[config.mk]
export PLATFORM = sky130hd
export DESIGN_NAME = nearest_neighbor_mask_flat
export DESIGN_NICKNAME = d
export VERILOG_FILES = /design/src/nnm_pkg.sv /design/src/nnm_if.sv /design/src/nearest_neighbor_mask.sv /design/src/nnm_dist.sv /design/src/nnm_cell.sv /design/src/flat_wrapper.sv
export SDC_FILE = /design/constraint.sdc
export NUM_CORES = 2
export LEC_CHECK = 0
export BUFFER_PORTS_ARGS = -buffer_cell sky130_fd_sc_hd__buf_2
export CAP_MARGIN = 30
export CELL_PAD_IN_SITES_DETAIL_PLACEMENT = 1
export CELL_PAD_IN_SITES_GLOBAL_PLACEMENT = 1
export CORE_ASPECT_RATIO = 1.2
export CORE_MARGIN = 3
export CORE_UTILIZATION = 55
export CTS_CLUSTER_DIAMETER = 30
export DETAILED_ROUTE_END_ITERATION = 8
export HOLD_SLACK_MARGIN = 0.03
export PLACE_DENSITY_LB_ADDON = 0.1
export SYNTH_ARGS = -nofsm -noshare
export SYNTH_HDL_FRONTEND = slang
export SYNTH_HIERARCHICAL = 1
export SYNTH_SLANG_ARGS = --single-unit
[constraint.sdc]
create_clock -name clk -period 16.4 [get_ports clk]
set_input_delay 2.46 -clock clk [delete_from_list [all_inputs] [get_ports clk]]
set_output_delay 2.46 -clock clk [all_outputs]
set_load 0.005 [all_outputs]
[src/nnm_pkg.sv]
// nnm_pkg: shared types and constants of the nearest-neighbor mask block.
// No dependencies; every other file of the block imports it.
`timescale 1ns / 1ps

package nnm_pkg;

    // fixed field widths of the channels
    localparam int COORD_W      = 16;
    localparam int INDEX_OUT_W  = 4;
    localparam int MASK_OUT_W   = 16;
    localparam int COUNT_OUT_W  = 4;

    // configuration port
    localparam int CFG_INDEX_W  = 2;
    localparam int CFG_DATA_W   = 33;
    localparam int NCOUNT_W     = 3;

    typedef enum logic [CFG_INDEX_W-1:0] {
        CFG_SEARCH_MODE     = 2'd0,
        CFG_NEIGHBOR_COUNT  = 2'd1,
        CFG_CAP_DISTANCE_SQ = 2'd2,
        CFG_RADIUS_SQ       = 2'd3
    } nnm_cfg_index_t;

    localparam logic                  RST_SEARCH_MODE     = 1'b0;
    localparam logic [NCOUNT_W-1:0]   RST_NEIGHBOR_COUNT  = 3'd2;
    localparam logic [CFG_DATA_W-1:0] RST_CAP_DISTANCE_SQ = 33'd376996;   // 614^2
    localparam logic [CFG_DATA_W-1:0] RST_RADIUS_SQ       = 33'd10738729; // 3277^2

    // distance pipeline: read, abs diff, square, sum
    localparam int PIPE_DEPTH = 4;
    localparam int DRAIN_W    = $clog2(PIPE_DEPTH);

    typedef enum logic [3:0] {
        ST_LOAD  = 4'b0001,
        ST_SWEEP = 4'b0010,
        ST_DRAIN = 4'b0100,
        ST_EMIT  = 4'b1000
    } nnm_state_t;

endpackage

[src/nnm_if.sv]
// nnm_if: valid/ready channel interfaces for point words and result words.
// Depends on nnm_pkg for the field widths.
`timescale 1ns / 1ps

interface nnm_point_if;
    import nnm_pkg::*;

    logic                      valid;
    logic                      ready;
    logic signed [COORD_W-1:0] pos_x;
    logic signed [COORD_W-1:0] pos_z;
    logic                      last_point;

    modport source (output valid, output pos_x, output pos_z, output last_point,
                    input ready);
    modport sink   (input valid, input pos_x, input pos_z, input last_point,
                    output ready);
endinterface

interface nnm_result_if;
    import nnm_pkg::*;

    logic                   valid;
    logic                   ready;
    logic [INDEX_OUT_W-1:0] point_index;
    logic [MASK_OUT_W-1:0]  neighbor_mask;
    logic [COUNT_OUT_W-1:0] found_count;
    logic                   last_result;

    modport source (output valid, output point_index, output neighbor_mask,
                    output found_count, output last_result, input ready);
    modport sink   (input valid, input point_index, input neighbor_mask,
                    input found_count, input last_result, output ready);
endinterface

[src/nearest_neighbor_mask.sv]
// nearest_neighbor_mask: top level; point loading, per-point sweep sequencer,
// slot chain, radius mask and result register. Depends on nnm_pkg, nnm_if,
// nnm_dist and nnm_cell.
//
//   channel     | dir | word                                              | handshake
//   point_in    | in  | pos_x, pos_z, last_point                          | valid/ready
//   result_out  | out | point_index, neighbor_mask, found_count, last_res. | valid/ready
//   cfg         | in  | cfg_index, cfg_data                               | cfg_we
//
// After the last point word, each stored point is swept in turn: one candidate
// read per cycle through the distance pipeline, a drain of the pipeline, then
// the result is posted. point_in is ready only while loading. A stalled
// result_out holds the sweep at the post cycle. Reset clears control state and
// loads the register defaults; the point store needs no clearing.
`timescale 1ns / 1ps

module nearest_neighbor_mask #(
    parameter int NUM_POINTS    = 16,
    parameter int MAX_NEIGHBORS = 4,
    parameter int COORD_BITS    = 16
) (
    input  logic                             clk,
    input  logic                             rst_n,
    nnm_point_if.sink                        point_in,
    nnm_result_if.source                     result_out,
    input  logic                             cfg_we,
    input  logic [nnm_pkg::CFG_INDEX_W-1:0]  cfg_index,
    input  logic [nnm_pkg::CFG_DATA_W-1:0]   cfg_data
);
    import nnm_pkg::*;

    localparam int IW    = $clog2(NUM_POINTS);
    localparam int CNT_W = $clog2(NUM_POINTS + 1);
    localparam int DW    = 2 * COORD_BITS + 1;
    localparam int SW    = (DW > CFG_DATA_W) ? DW : CFG_DATA_W;
    localparam int PW    = (IW > INDEX_OUT_W) ? IW : INDEX_OUT_W;
    localparam int MW    = (NUM_POINTS > MASK_OUT_W) ? NUM_POINTS : MASK_OUT_W;

    function automatic logic [COUNT_OUT_W-1:0] count_ones(logic [MASK_OUT_W-1:0] m);
        logic [COUNT_OUT_W:0] c;
        c = '0;
        for (int b = 0; b < MASK_OUT_W; b++)
            c = c + (COUNT_OUT_W+1)'(m[b]);
        return c[COUNT_OUT_W-1:0];
    endfunction

    // configuration registers
    logic                  search_mode_reg;
    logic [NCOUNT_W-1:0]   neighbor_count_reg;
    logic [CFG_DATA_W-1:0] cap_distance_sq_reg;
    logic [CFG_DATA_W-1:0] radius_sq_reg;

    always_ff @(posedge clk or negedge rst_n)
    begin
        if (!rst_n)
        begin
            search_mode_reg     <= RST_SEARCH_MODE;
            neighbor_count_reg  <= RST_NEIGHBOR_COUNT;
            cap_distance_sq_reg <= RST_CAP_DISTANCE_SQ;
            radius_sq_reg       <= RST_RADIUS_SQ;
        end
        else if (cfg_we)
        begin
            case (cfg_index)
                CFG_SEARCH_MODE:     search_mode_reg     <= cfg_data[0];
                CFG_NEIGHBOR_COUNT:  neighbor_count_reg  <= cfg_data[NCOUNT_W-1:0];
                CFG_CAP_DISTANCE_SQ: cap_distance_sq_reg <= cfg_data;
                CFG_RADIUS_SQ:       radius_sq_reg       <= cfg_data;
                default:             ;
            endcase
        end
    end

    // input coordinates, sign-extended from COORD_BITS by the distance math
    logic [COORD_BITS-1:0] x_coord, z_coord;

    if (COORD_BITS <= COORD_W)
    begin : g_coord_narrow
        assign x_coord = point_in.pos_x[COORD_BITS-1:0];
        assign z_coord = point_in.pos_z[COORD_BITS-1:0];
    end
    else
    begin : g_coord_wide
        assign x_coord = {{(COORD_BITS-COORD_W){1'b0}}, point_in.pos_x};
        assign z_coord = {{(COORD_BITS-COORD_W){1'b0}}, point_in.pos_z};
    end

    // sequencer
    nnm_state_t           state_reg, state_next;
    logic [CNT_W-1:0]     count_reg, count_next;
    logic [CNT_W-1:0]     total_reg, total_next;
    logic [IW-1:0]        self_reg, self_next;
    logic [IW-1:0]        cand_reg, cand_next;
    logic [DRAIN_W-1:0]   drain_reg, drain_next;

    logic in_acc, store, cand_last, self_last, out_free, post, clear;

    assign point_in.ready = (state_reg == ST_LOAD);
    assign in_acc    = point_in.valid && point_in.ready;
    assign store     = in_acc && (count_reg < CNT_W'(NUM_POINTS));
    assign cand_last = (CNT_W'(cand_reg) + CNT_W'(1)) == total_reg;
    assign self_last = (CNT_W'(self_reg) + CNT_W'(1)) == total_reg;
    assign out_free  = !result_out.valid || result_out.ready;
    assign post      = (state_reg == ST_EMIT) && out_free;
    assign clear     = (in_acc && point_in.last_point) || (post && !self_last);

    always_comb
    begin
        state_next = state_reg;
        count_next = count_reg;
        total_next = total_reg;
        self_next  = self_reg;
        cand_next  = cand_reg;
        drain_next = drain_reg;
        case (state_reg)
            ST_LOAD:
            begin
                if (store)
                    count_next = count_reg + CNT_W'(1);
                if (in_acc && point_in.last_point)
                begin
                    total_next = store ? (count_reg + CNT_W'(1)) : count_reg;
                    count_next = '0;
                    self_next  = '0;
                    cand_next  = '0;
                    state_next = ST_SWEEP;
                end
            end
            ST_SWEEP:
            begin
                cand_next = cand_reg + IW'(1);
                if (cand_last)
                begin
                    drain_next = DRAIN_W'(PIPE_DEPTH - 1);
                    state_next = ST_DRAIN;
                end
            end
            ST_DRAIN:
            begin
                drain_next = drain_reg - DRAIN_W'(1);
                if (drain_reg == '0)
                    state_next = ST_EMIT;
            end
            ST_EMIT:
            begin
                if (post)
                begin
                    if (self_last)
                        state_next = ST_LOAD;
                    else
                    begin
                        self_next  = self_reg + IW'(1);
                        cand_next  = '0;
                        state_next = ST_SWEEP;
                    end
                end
            end
            default:
                state_next = ST_LOAD;
        endcase
    end

    always_ff @(posedge clk or negedge rst_n)
    begin
        if (!rst_n)
        begin
            state_reg <= ST_LOAD;
            count_reg <= '0;
            total_reg <= '0;
            self_reg  <= '0;
            cand_reg  <= '0;
            drain_reg <= '0;
        end
        else
        begin
            state_reg <= state_next;
            count_reg <= count_next;
            total_reg <= total_next;
            self_reg  <= self_next;
            cand_reg  <= cand_next;
            drain_reg <= drain_next;
        end
    end

    // distance pipeline
    logic            d_valid;
    logic [IW-1:0]   d_idx;
    logic [DW-1:0]   d_value;
    logic [SW-1:0]   d_wide;

    nnm_dist #(
        .NUM_POINTS (NUM_POINTS),
        .COORD_BITS (COORD_BITS)
    ) u_dist (
        .clk      (clk),
        .rst_n    (rst_n),
        .wr_en    (store),
        .wr_addr  (count_reg[IW-1:0]),
        .wr_x     (x_coord),
        .wr_z     (z_coord),
        .rd_valid ((state_reg == ST_SWEEP) && (cand_reg != self_reg)),
        .rd_self  (self_reg),
        .rd_cand  (cand_reg),
        .d_valid  (d_valid),
        .d_idx    (d_idx),
        .d_value  (d_value)
    );

    assign d_wide = SW'(d_value);

    // k-nearest slot chain
    logic [SW-1:0]            slot_dist  [MAX_NEIGHBORS];
    logic [IW-1:0]            slot_idx   [MAX_NEIGHBORS];
    logic                     slot_valid [MAX_NEIGHBORS];
    logic                     slot_less  [MAX_NEIGHBORS];
    logic [MAX_NEIGHBORS-1:0] slot_active;

    for (genvar t = 0; t < MAX_NEIGHBORS; t++)
    begin : g_slot
        assign slot_active[t] = 32'(neighbor_count_reg) > 32'(t);

        if (t == 0)
        begin : g_head
            nnm_cell #(.SW(SW), .IW(IW)) u_cell (
                .clk        (clk),
                .rst_n      (rst_n),
                .clear      (clear),
                .cap        (SW'(cap_distance_sq_reg)),
                .cand_valid (d_valid),
                .cand_dist  (d_wide),
                .cand_idx   (d_idx),
                .prev_less  (1'b0),
                .prev_dist  ('0),
                .prev_idx   ('0),
                .prev_valid (1'b0),
                .cur_dist   (slot_dist[t]),
                .idx        (slot_idx[t]),
                .slot_valid (slot_valid[t]),
                .less       (slot_less[t])
            );
        end
        else
        begin : g_link
            nnm_cell #(.SW(SW), .IW(IW)) u_cell (
                .clk        (clk),
                .rst_n      (rst_n),
                .clear      (clear),
                .cap        (SW'(cap_distance_sq_reg)),
                .cand_valid (d_valid),
                .cand_dist  (d_wide),
                .cand_idx   (d_idx),
                .prev_less  (slot_less[t-1]),
                .prev_dist  (slot_dist[t-1]),
                .prev_idx   (slot_idx[t-1]),
                .prev_valid (slot_valid[t-1]),
                .cur_dist   (slot_dist[t]),
                .idx        (slot_idx[t]),
                .slot_valid (slot_valid[t]),
                .less       (slot_less[t])
            );
        end
    end

    logic [NUM_POINTS-1:0] knn_mask;

    always_comb
    begin
        knn_mask = '0;
        for (int t = 0; t < MAX_NEIGHBORS; t++)
            if (slot_valid[t] && slot_active[t])
                knn_mask[slot_idx[t]] = 1'b1;
    end

    // radius mode mask, built as distances arrive
    logic [NUM_POINTS-1:0] rmask_reg, rmask_next;

    always_comb
    begin
        rmask_next = rmask_reg;
        if (clear)
            rmask_next = '0;
        else if (d_valid && (d_wide < SW'(radius_sq_reg)))
            rmask_next[d_idx] = 1'b1;
    end

    always_ff @(posedge clk)
    begin
        rmask_reg <= rmask_next;
    end

    // result register
    logic [NUM_POINTS-1:0]  res_mask;
    logic [MW-1:0]          res_wide;
    logic [PW-1:0]          self_wide;
    logic                   out_valid_reg, out_valid_next;
    logic [INDEX_OUT_W-1:0] out_index_reg;
    logic [MASK_OUT_W-1:0]  out_mask_reg;
    logic [COUNT_OUT_W-1:0] out_count_reg;
    logic                   out_last_reg;

    assign res_mask  = search_mode_reg ? rmask_reg : knn_mask;
    assign res_wide  = MW'(res_mask);
    assign self_wide = PW'(self_reg);

    always_comb
    begin
        if (post)
            out_valid_next = 1'b1;
        else if (result_out.ready)
            out_valid_next = 1'b0;
        else
            out_valid_next = out_valid_reg;
    end

    always_ff @(posedge clk or negedge rst_n)
    begin
        if (!rst_n)
            out_valid_reg <= 1'b0;
        else
            out_valid_reg <= out_valid_next;
    end

    always_ff @(posedge clk)
    begin
        if (post)
        begin
            out_index_reg <= self_wide[INDEX_OUT_W-1:0];
            out_mask_reg  <= res_wide[MASK_OUT_W-1:0];
            out_count_reg <= count_ones(res_wide[MASK_OUT_W-1:0]);
            out_last_reg  <= self_last;
        end
    end

    assign result_out.valid         = out_valid_reg;
    assign result_out.point_index   = out_index_reg;
    assign result_out.neighbor_mask = out_mask_reg;
    assign result_out.found_count   = out_count_reg;
    assign result_out.last_result   = out_last_reg;

endmodule

[src/nnm_dist.sv]
// nnm_dist: point store and squared-distance pipeline (read, |d|, square, sum).
// Depends on nnm_pkg.
`timescale 1ns / 1ps

module nnm_dist #(
    parameter int NUM_POINTS = 16,
    parameter int COORD_BITS = 16
) (
    input  logic                                clk,
    input  logic                                rst_n,
    input  logic                                wr_en,
    input  logic [$clog2(NUM_POINTS)-1:0]       wr_addr,
    input  logic [COORD_BITS-1:0]               wr_x,
    input  logic [COORD_BITS-1:0]               wr_z,
    input  logic                                rd_valid,
    input  logic [$clog2(NUM_POINTS)-1:0]       rd_self,
    input  logic [$clog2(NUM_POINTS)-1:0]       rd_cand,
    output logic                                d_valid,
    output logic [$clog2(NUM_POINTS)-1:0]       d_idx,
    output logic [2*COORD_BITS:0]               d_value
);
    import nnm_pkg::*;

    localparam int IW = $clog2(NUM_POINTS);
    localparam int CW = COORD_BITS;

    logic [CW-1:0] x_mem [NUM_POINTS];
    logic [CW-1:0] z_mem [NUM_POINTS];

    logic [CW-1:0]   xs_reg, zs_reg, xc_reg, zc_reg;
    logic [CW-1:0]   ax_reg, az_reg;
    logic [2*CW-1:0] sqx_reg, sqz_reg;
    logic [2*CW:0]   d_reg;
    logic            s1_valid_reg, s2_valid_reg, s3_valid_reg, s4_valid_reg;
    logic [IW-1:0]   s1_idx_reg, s2_idx_reg, s3_idx_reg, s4_idx_reg;

    logic [CW:0] dx, dz, adx, adz;

    always_ff @(posedge clk)
    begin
        if (wr_en)
        begin
            x_mem[wr_addr] <= wr_x;
            z_mem[wr_addr] <= wr_z;
        end
    end

    always_ff @(posedge clk)
    begin
        xs_reg <= x_mem[rd_self];
        zs_reg <= z_mem[rd_self];
        xc_reg <= x_mem[rd_cand];
        zc_reg <= z_mem[rd_cand];
    end

    // sign-extended difference, magnitude always fits CW bits
    assign dx  = {xs_reg[CW-1], xs_reg} - {xc_reg[CW-1], xc_reg};
    assign dz  = {zs_reg[CW-1], zs_reg} - {zc_reg[CW-1], zc_reg};
    assign adx = dx[CW] ? (~dx + 1'b1) : dx;
    assign adz = dz[CW] ? (~dz + 1'b1) : dz;

    always_ff @(posedge clk)
    begin
        ax_reg     <= adx[CW-1:0];
        az_reg     <= adz[CW-1:0];
        sqx_reg    <= ax_reg * ax_reg;
        sqz_reg    <= az_reg * az_reg;
        d_reg      <= {1'b0, sqx_reg} + {1'b0, sqz_reg};
        s1_idx_reg <= rd_cand;
        s2_idx_reg <= s1_idx_reg;
        s3_idx_reg <= s2_idx_reg;
        s4_idx_reg <= s3_idx_reg;
    end

    always_ff @(posedge clk or negedge rst_n)
    begin
        if (!rst_n)
        begin
            s1_valid_reg <= 1'b0;
            s2_valid_reg <= 1'b0;
            s3_valid_reg <= 1'b0;
            s4_valid_reg <= 1'b0;
        end
        else
        begin
            s1_valid_reg <= rd_valid;
            s2_valid_reg <= s1_valid_reg;
            s3_valid_reg <= s2_valid_reg;
            s4_valid_reg <= s3_valid_reg;
        end
    end

    assign d_valid = s4_valid_reg;
    assign d_idx   = s4_idx_reg;
    assign d_value = d_reg;

endmodule

[src/nnm_cell.sv]
// nnm_cell: one slot of the sorted best-distance list; slots form a chain
// that shifts down on insertion. Depends on nnm_pkg.
`timescale 1ns / 1ps

module nnm_cell #(
    parameter int SW = 34,
    parameter int IW = 4
) (
    input  logic          clk,
    input  logic          rst_n,
    input  logic          clear,
    input  logic [SW-1:0] cap,
    input  logic          cand_valid,
    input  logic [SW-1:0] cand_dist,
    input  logic [IW-1:0] cand_idx,
    input  logic          prev_less,
    input  logic [SW-1:0] prev_dist,
    input  logic [IW-1:0] prev_idx,
    input  logic          prev_valid,
    output logic [SW-1:0] cur_dist,
    output logic [IW-1:0] idx,
    output logic          slot_valid,
    output logic          less
);
    import nnm_pkg::*;

    logic [SW-1:0] dist_reg, dist_next;
    logic [IW-1:0] idx_reg, idx_next;
    logic          valid_reg, valid_next;

    // strict compare: a tie leaves the earlier point ahead
    assign less = cand_dist < dist_reg;

    always_comb
    begin
        dist_next  = dist_reg;
        idx_next   = idx_reg;
        valid_next = valid_reg;
        if (clear)
        begin
            dist_next  = cap;
            valid_next = 1'b0;
        end
        else if (cand_valid && less)
        begin
            if (prev_less)
            begin
                dist_next  = prev_dist;
                idx_next   = prev_idx;
                valid_next = prev_valid;
            end
            else
            begin
                dist_next  = cand_dist;
                idx_next   = cand_idx;
                valid_next = 1'b1;
            end
        end
    end

    always_ff @(posedge clk)
    begin
        dist_reg <= dist_next;
        idx_reg  <= idx_next;
    end

    always_ff @(posedge clk or negedge rst_n)
    begin
        if (!rst_n)
            valid_reg <= 1'b0;
        else
            valid_reg <= valid_next;
    end

    assign cur_dist   = dist_reg;
    assign idx        = idx_reg;
    assign slot_valid = valid_reg;

endmodule

[src/flat_wrapper.sv]
// flat-port wrapper written by rule: the top's interface ports become plain ports
module nearest_neighbor_mask_flat import nnm_pkg::*;
#(
    parameter int NUM_POINTS    = 16,
    parameter int MAX_NEIGHBORS = 4,
    parameter int COORD_BITS    = 16
)
  (clk, rst_n, cfg_we, cfg_index, cfg_data, point_in_valid, point_in_pos_x, point_in_pos_z, point_in_last_point, point_in_ready, result_out_valid, result_out_point_index, result_out_neighbor_mask, result_out_found_count, result_out_last_result, result_out_ready);
  nnm_point_if point_in_i ();
  nnm_result_if result_out_i ();
  input  logic clk;
  input  logic rst_n;
  input  logic cfg_we;
  input  logic [nnm_pkg::CFG_INDEX_W-1:0] cfg_index;
  input  logic [nnm_pkg::CFG_DATA_W-1:0] cfg_data;
  input wire logic [$bits(point_in_i.valid)-1:0] point_in_valid;
  input wire logic [$bits(point_in_i.pos_x)-1:0] point_in_pos_x;
  input wire logic [$bits(point_in_i.pos_z)-1:0] point_in_pos_z;
  input wire logic [$bits(point_in_i.last_point)-1:0] point_in_last_point;
  output wire logic [$bits(point_in_i.ready)-1:0] point_in_ready;
  output wire logic [$bits(result_out_i.valid)-1:0] result_out_valid;
  output wire logic [$bits(result_out_i.point_index)-1:0] result_out_point_index;
  output wire logic [$bits(result_out_i.neighbor_mask)-1:0] result_out_neighbor_mask;
  output wire logic [$bits(result_out_i.found_count)-1:0] result_out_found_count;
  output wire logic [$bits(result_out_i.last_result)-1:0] result_out_last_result;
  input wire logic [$bits(result_out_i.ready)-1:0] result_out_ready;
  assign point_in_i.valid = point_in_valid;
  assign point_in_i.pos_x = point_in_pos_x;
  assign point_in_i.pos_z = point_in_pos_z;
  assign point_in_i.last_point = point_in_last_point;
  assign point_in_ready = point_in_i.ready;
  assign result_out_valid = result_out_i.valid;
  assign result_out_point_index = result_out_i.point_index;
  assign result_out_neighbor_mask = result_out_i.neighbor_mask;
  assign result_out_found_count = result_out_i.found_count;
  assign result_out_last_result = result_out_i.last_result;
  assign result_out_i.ready = result_out_ready;
  nearest_neighbor_mask #(.NUM_POINTS(NUM_POINTS), .MAX_NEIGHBORS(MAX_NEIGHBORS), .COORD_BITS(COORD_BITS)) u_core (.clk(clk), .rst_n(rst_n), .point_in(point_in_i), .result_out(result_out_i), .cfg_we(cfg_we), .cfg_index(cfg_index), .cfg_data(cfg_data));
endmodule
==> impl_metrics.prom <==
# TYPE chip_impl_metric gauge
chip_impl_metric{name="post-synth-top-area-fraction",unit=""} 0.324
chip_impl_info{name="root_buffer",value="clkbuf_16"} 1
chip_impl_metric{name="timing.slew.headroom",unit=""} 0.285
chip_impl_metric{name="grt-ovfl-total",unit=""} 0
chip_impl_metric{name="worstHoldPathCells",unit=""} 0
chip_impl_info{name="result_of_the_run",value="finished, final reports clean"} 1
chip_impl_metric{name="drt_first_pass_iters",unit=""} 6
chip_impl_metric{name="hold_viol_final",unit=""} 0
chip_impl_info{name="setup.worst_path.class",value="register to register"} 1
chip_impl_metric{name="core.rowCount",unit=""} 135
chip_impl_metric{name="number_of_design_rule_violations_left_by_the_first_detailed_router_iteration",unit=""} 3723
chip_impl_metric{name="n_fill_cell",unit=""} 10900
chip_impl_metric{name="grt_use_total",unit=""} 0.323
chip_impl_metric{name="wire_length_of_the_first_global_routing_pass",unit="mm"} 291
chip_impl_info{name="timing.critical_path.to_type",value="register"} 1
chip_impl_metric{name="layout-drive-gt1-share",unit=""} 0.188
chip_impl_metric{name="netlist_area",unit="µm²"} 63500
chip_impl_metric{name="die_width",unit="µm"} 316
chip_impl_metric{name="final.setup.tns",unit="ns"} 0
chip_impl_metric{name="ios",unit=""} 100
chip_impl_metric{name="cts_repair_resize_count",unit=""} 0
chip_impl_metric{name="clk_transition_reported_paths",unit="ns"} 0.05
chip_impl_info{name="synth_top_area_cell",value="edfxtp_1"} 1
chip_impl_metric{name="area_delta_synth_final",unit="%"} 15.3
chip_impl_metric{name="worst-slew-pin-transition",unit="ns"} 1.07
chip_impl_metric{name="clock_tree.htree_level_count",unit=""} 4
chip_impl_metric{name="pin_count_of_the_biggest_net_entering_global_routing",unit=""} 174
chip_impl_metric{name="core-area",unit="µm²"} 114000
chip_impl_metric{name="grt_antenna_before_repair",unit=""} 6
chip_impl_metric{name="synth.ff_latch_count",unit=""} 1011
chip_impl_metric{name="yosys_warnings",unit=""} 6
chip_impl_metric{name="max_freq",unit="MHz"} 149
chip_impl_info{name="synth.top_cells.by_count",value="inv_1, edfxtp_1, ha_1"} 1
chip_impl_metric{name="placement.io_buffers",unit=""} 99
chip_impl_metric{name="synth_edf_count",unit=""} 685
chip_impl_metric{name="floorplan.die_area",unit="µm²"} 120000
chip_impl_metric{name="finalNetCount",unit=""} 6153
chip_impl_info{name="worst_setup_start_kind",value="register"} 1
chip_impl_info{name="yosys.cell_count.top_type",value="inv_1"} 1
chip_impl_metric{name="timing.critical_path.arrival",unit="ns"} 7.38
chip_impl_info{name="ys.flop_type",value="edfxtp_1"} 1
chip_impl_metric{name="max-clock-path-buffers",unit=""} 3
chip_impl_metric{name="place_congestion",unit=""} 0.876
chip_impl_metric{name="floorplan.initialDensity",unit=""} 0.559
chip_impl_metric{name="die_h",unit="µm"} 378
chip_impl_metric{name="synth.avg_cell_area",unit="µm²"} 12.5
chip_impl_metric{name="timing.final.setup_violations",unit=""} 0
chip_impl_metric{name="synth.distinct_cells",unit=""} 100
chip_impl_info{name="hold_path_class",value="register to register"} 1
chip_impl_metric{name="cap_viol_max_count",unit=""} 0
chip_impl_metric{name="proportion_of_synthesized_chip_area_in_sequential_cells",unit=""} 0.435
chip_impl_metric{name="final_slew_viol_count",unit=""} 0
chip_impl_metric{name="postCtsSetupBuffers",unit=""} 0
chip_impl_metric{name="cts_num_sinks",unit=""} 1011
chip_impl_metric{name="drt-total-wl",unit="mm"} 190
chip_impl_info{name="grt_setup_unrepaired",value="no"} 1
chip_impl_info{name="netlist_top_cells_area",value="edfxtp_1, mux4_2, fa_1"} 1
chip_impl_metric{name="crit_fanout",unit=""} 16
chip_impl_metric{name="tritoncts.num_buffers",unit=""} 205
chip_impl_metric{name="worst_clock_skew_on_the_final_layout",unit="ns"} 0.0495
chip_impl_metric{name="drcViolationCount",unit=""} 0
chip_impl_metric{name="worst_path_required_time",unit="ns"} 17.06
chip_impl_metric{name="post_drt_via_cell_ratio",unit=""} 6.19
chip_impl_metric{name="r2r.worst_path.cells",unit=""} 21
chip_impl_info{name="tritoncts",value="done"} 1
chip_impl_metric{name="post-route-min-period",unit="ns"} 6.73
chip_impl_metric{name="grt_pass1_vias",unit=""} 48000
chip_impl_metric{name="synthCells",unit=""} 5095
chip_impl_metric{name="avgRoutedWirePerCell",unit="µm"} 27.1
chip_impl_metric{name="dr_total_vias",unit=""} 43400
chip_impl_metric{name="postSynth.asyncResetShare",unit=""} 0.102
chip_impl_metric{name="hpwl_reported_at_the_end_of_detailed_placement",unit="mm"} 119
chip_impl_metric{name="detail-route-antenna-nets",unit=""} 0
chip_impl_metric{name="worstSkewPairLatency",unit="ns"} 0.81
chip_impl_metric{name="period_share",unit=""} 0.410
chip_impl_metric{name="cts-hold-fix-buffers",unit=""} 0
layout by cell type, fill, tap and decap left out, types with 40 or more instances in the layout:
cell,instances
mux2i_1,136
and2_1,79
a21oi_1,154
fa_1,336
mux4_2,320
buf_2,99
nand2_1,410
clkbuf_16,212
mux2_2,88
o21ai_0,228
nand3_1,55
buf_4,44
ha_1,436
inv_1,779
nor2_1,157
nor3_1,40
edfxtp_1,685
dfxtp_1,223
xnor2_1,112
conb_1,40
dfrtp_1,74
cell families after synthesis:
kind of cell	count (synthesis)	synth area share
AO/OA/AOI/OAI	675	0.0689
XOR/XNOR	150	0.0209
adder cells (fa/ha/maj)	772	0.192
buffers and inverters	962	0.0572
flip-flops	1011	0.435
multiplexers	544	0.151
other	1	0.0000591
AND/OR/NAND/NOR	980	0.0753
layout make-up:
type / instances / area [µm²] / share of cell area
multi-input cells: 3161 / 32500 / 0.444
flip-flops and latches: 1011 / 27700 / 0.378
clock buffers: 257 / 5620 / 0.0768
inverters: 780 / 2940 / 0.0401
well taps: 1507 / 1890 / 0.0257
clock inverters: 134 / 1640 / 0.0224
repair buffers: 149 / 968 / 0.0132
diodes: 3 / 7.51 / 0.000103
worst max-delay path, cell delays in order, from the launching register on:
cell and delay, ns:
dfxtp_1 0.73, inv_1 0.26, nor2_1 0.26, ha_1 0.30, xor2_1 0.19, fa_1 0.55
inv_1 0.06, fa_1 0.49, fa_1 0.47, fa_1 0.52, inv_1 0.05, fa_1 0.36
inv_1 0.08, ha_1 0.29, or2_2 0.33, a21oi_1 0.15, a21oi_1 0.05, a31oi_1 0.36
o21ai_0 0.32, o21ai_0 0.28, mux2i_1 0.10, a2111oi_0 0.38
path summary, 6_finish.rpt:
check,slack [ns],end,start
max reg2reg,9.67,u_core/u_dist/sqz_reg[31],u_core/u_dist/az_reg[2]
min reg2reg,0.32,u_core/u_dist/s3_idx_reg[1],u_core/u_dist/s2_idx_reg[1]
max in group asynchronous,13.73,u_core/self_reg[2],rst_n
min,0.32,u_core/u_dist/s3_idx_reg[1],u_core/u_dist/s2_idx_reg[1]
min in group asynchronous,1.46,u_core/neighbor_count_reg[0],rst_n
max,9.67,u_core/u_dist/sqz_reg[31],u_core/u_dist/az_reg[2]
per-layer routing:
| metal | vias up | track usage | wire length, µm |
|---|---|---|---|
| met5 | - | 0 | 21 |
| met4 | 4 | 0.159 | 9840 |
| met3 | 588 | 0.0532 | 11500 |
| met2 | 1885 | 0.574 | 99100 |
| met1 | 22300 | 0.378 | 69500 |
| li1 | 18600 | - | - |
stage by stage:
stage | hold slack, ns | util | instances | worst slack [ns] | area, µm²
after floorplan | 0.310 | - | 5134 | 10.32 | 63600
final | 0.322 | 0.644 | 7002 | 9.67 | 73200
after global routing | 0.329 | 0.644 | 7000 | 9.26 | 73200
after detailed placement | 0.314 | 0.580 | 6606 | 9.62 | 65900
after CTS | 0.325 | 0.644 | 6997 | 9.58 | 73200
after global placement | 0.313 | 0.579 | 6598 | 9.80 | 65800
Power is left out: the tool's default activity adds up to more than one toggle a clock period on the data nets, which glitch-free logic cannot reach.
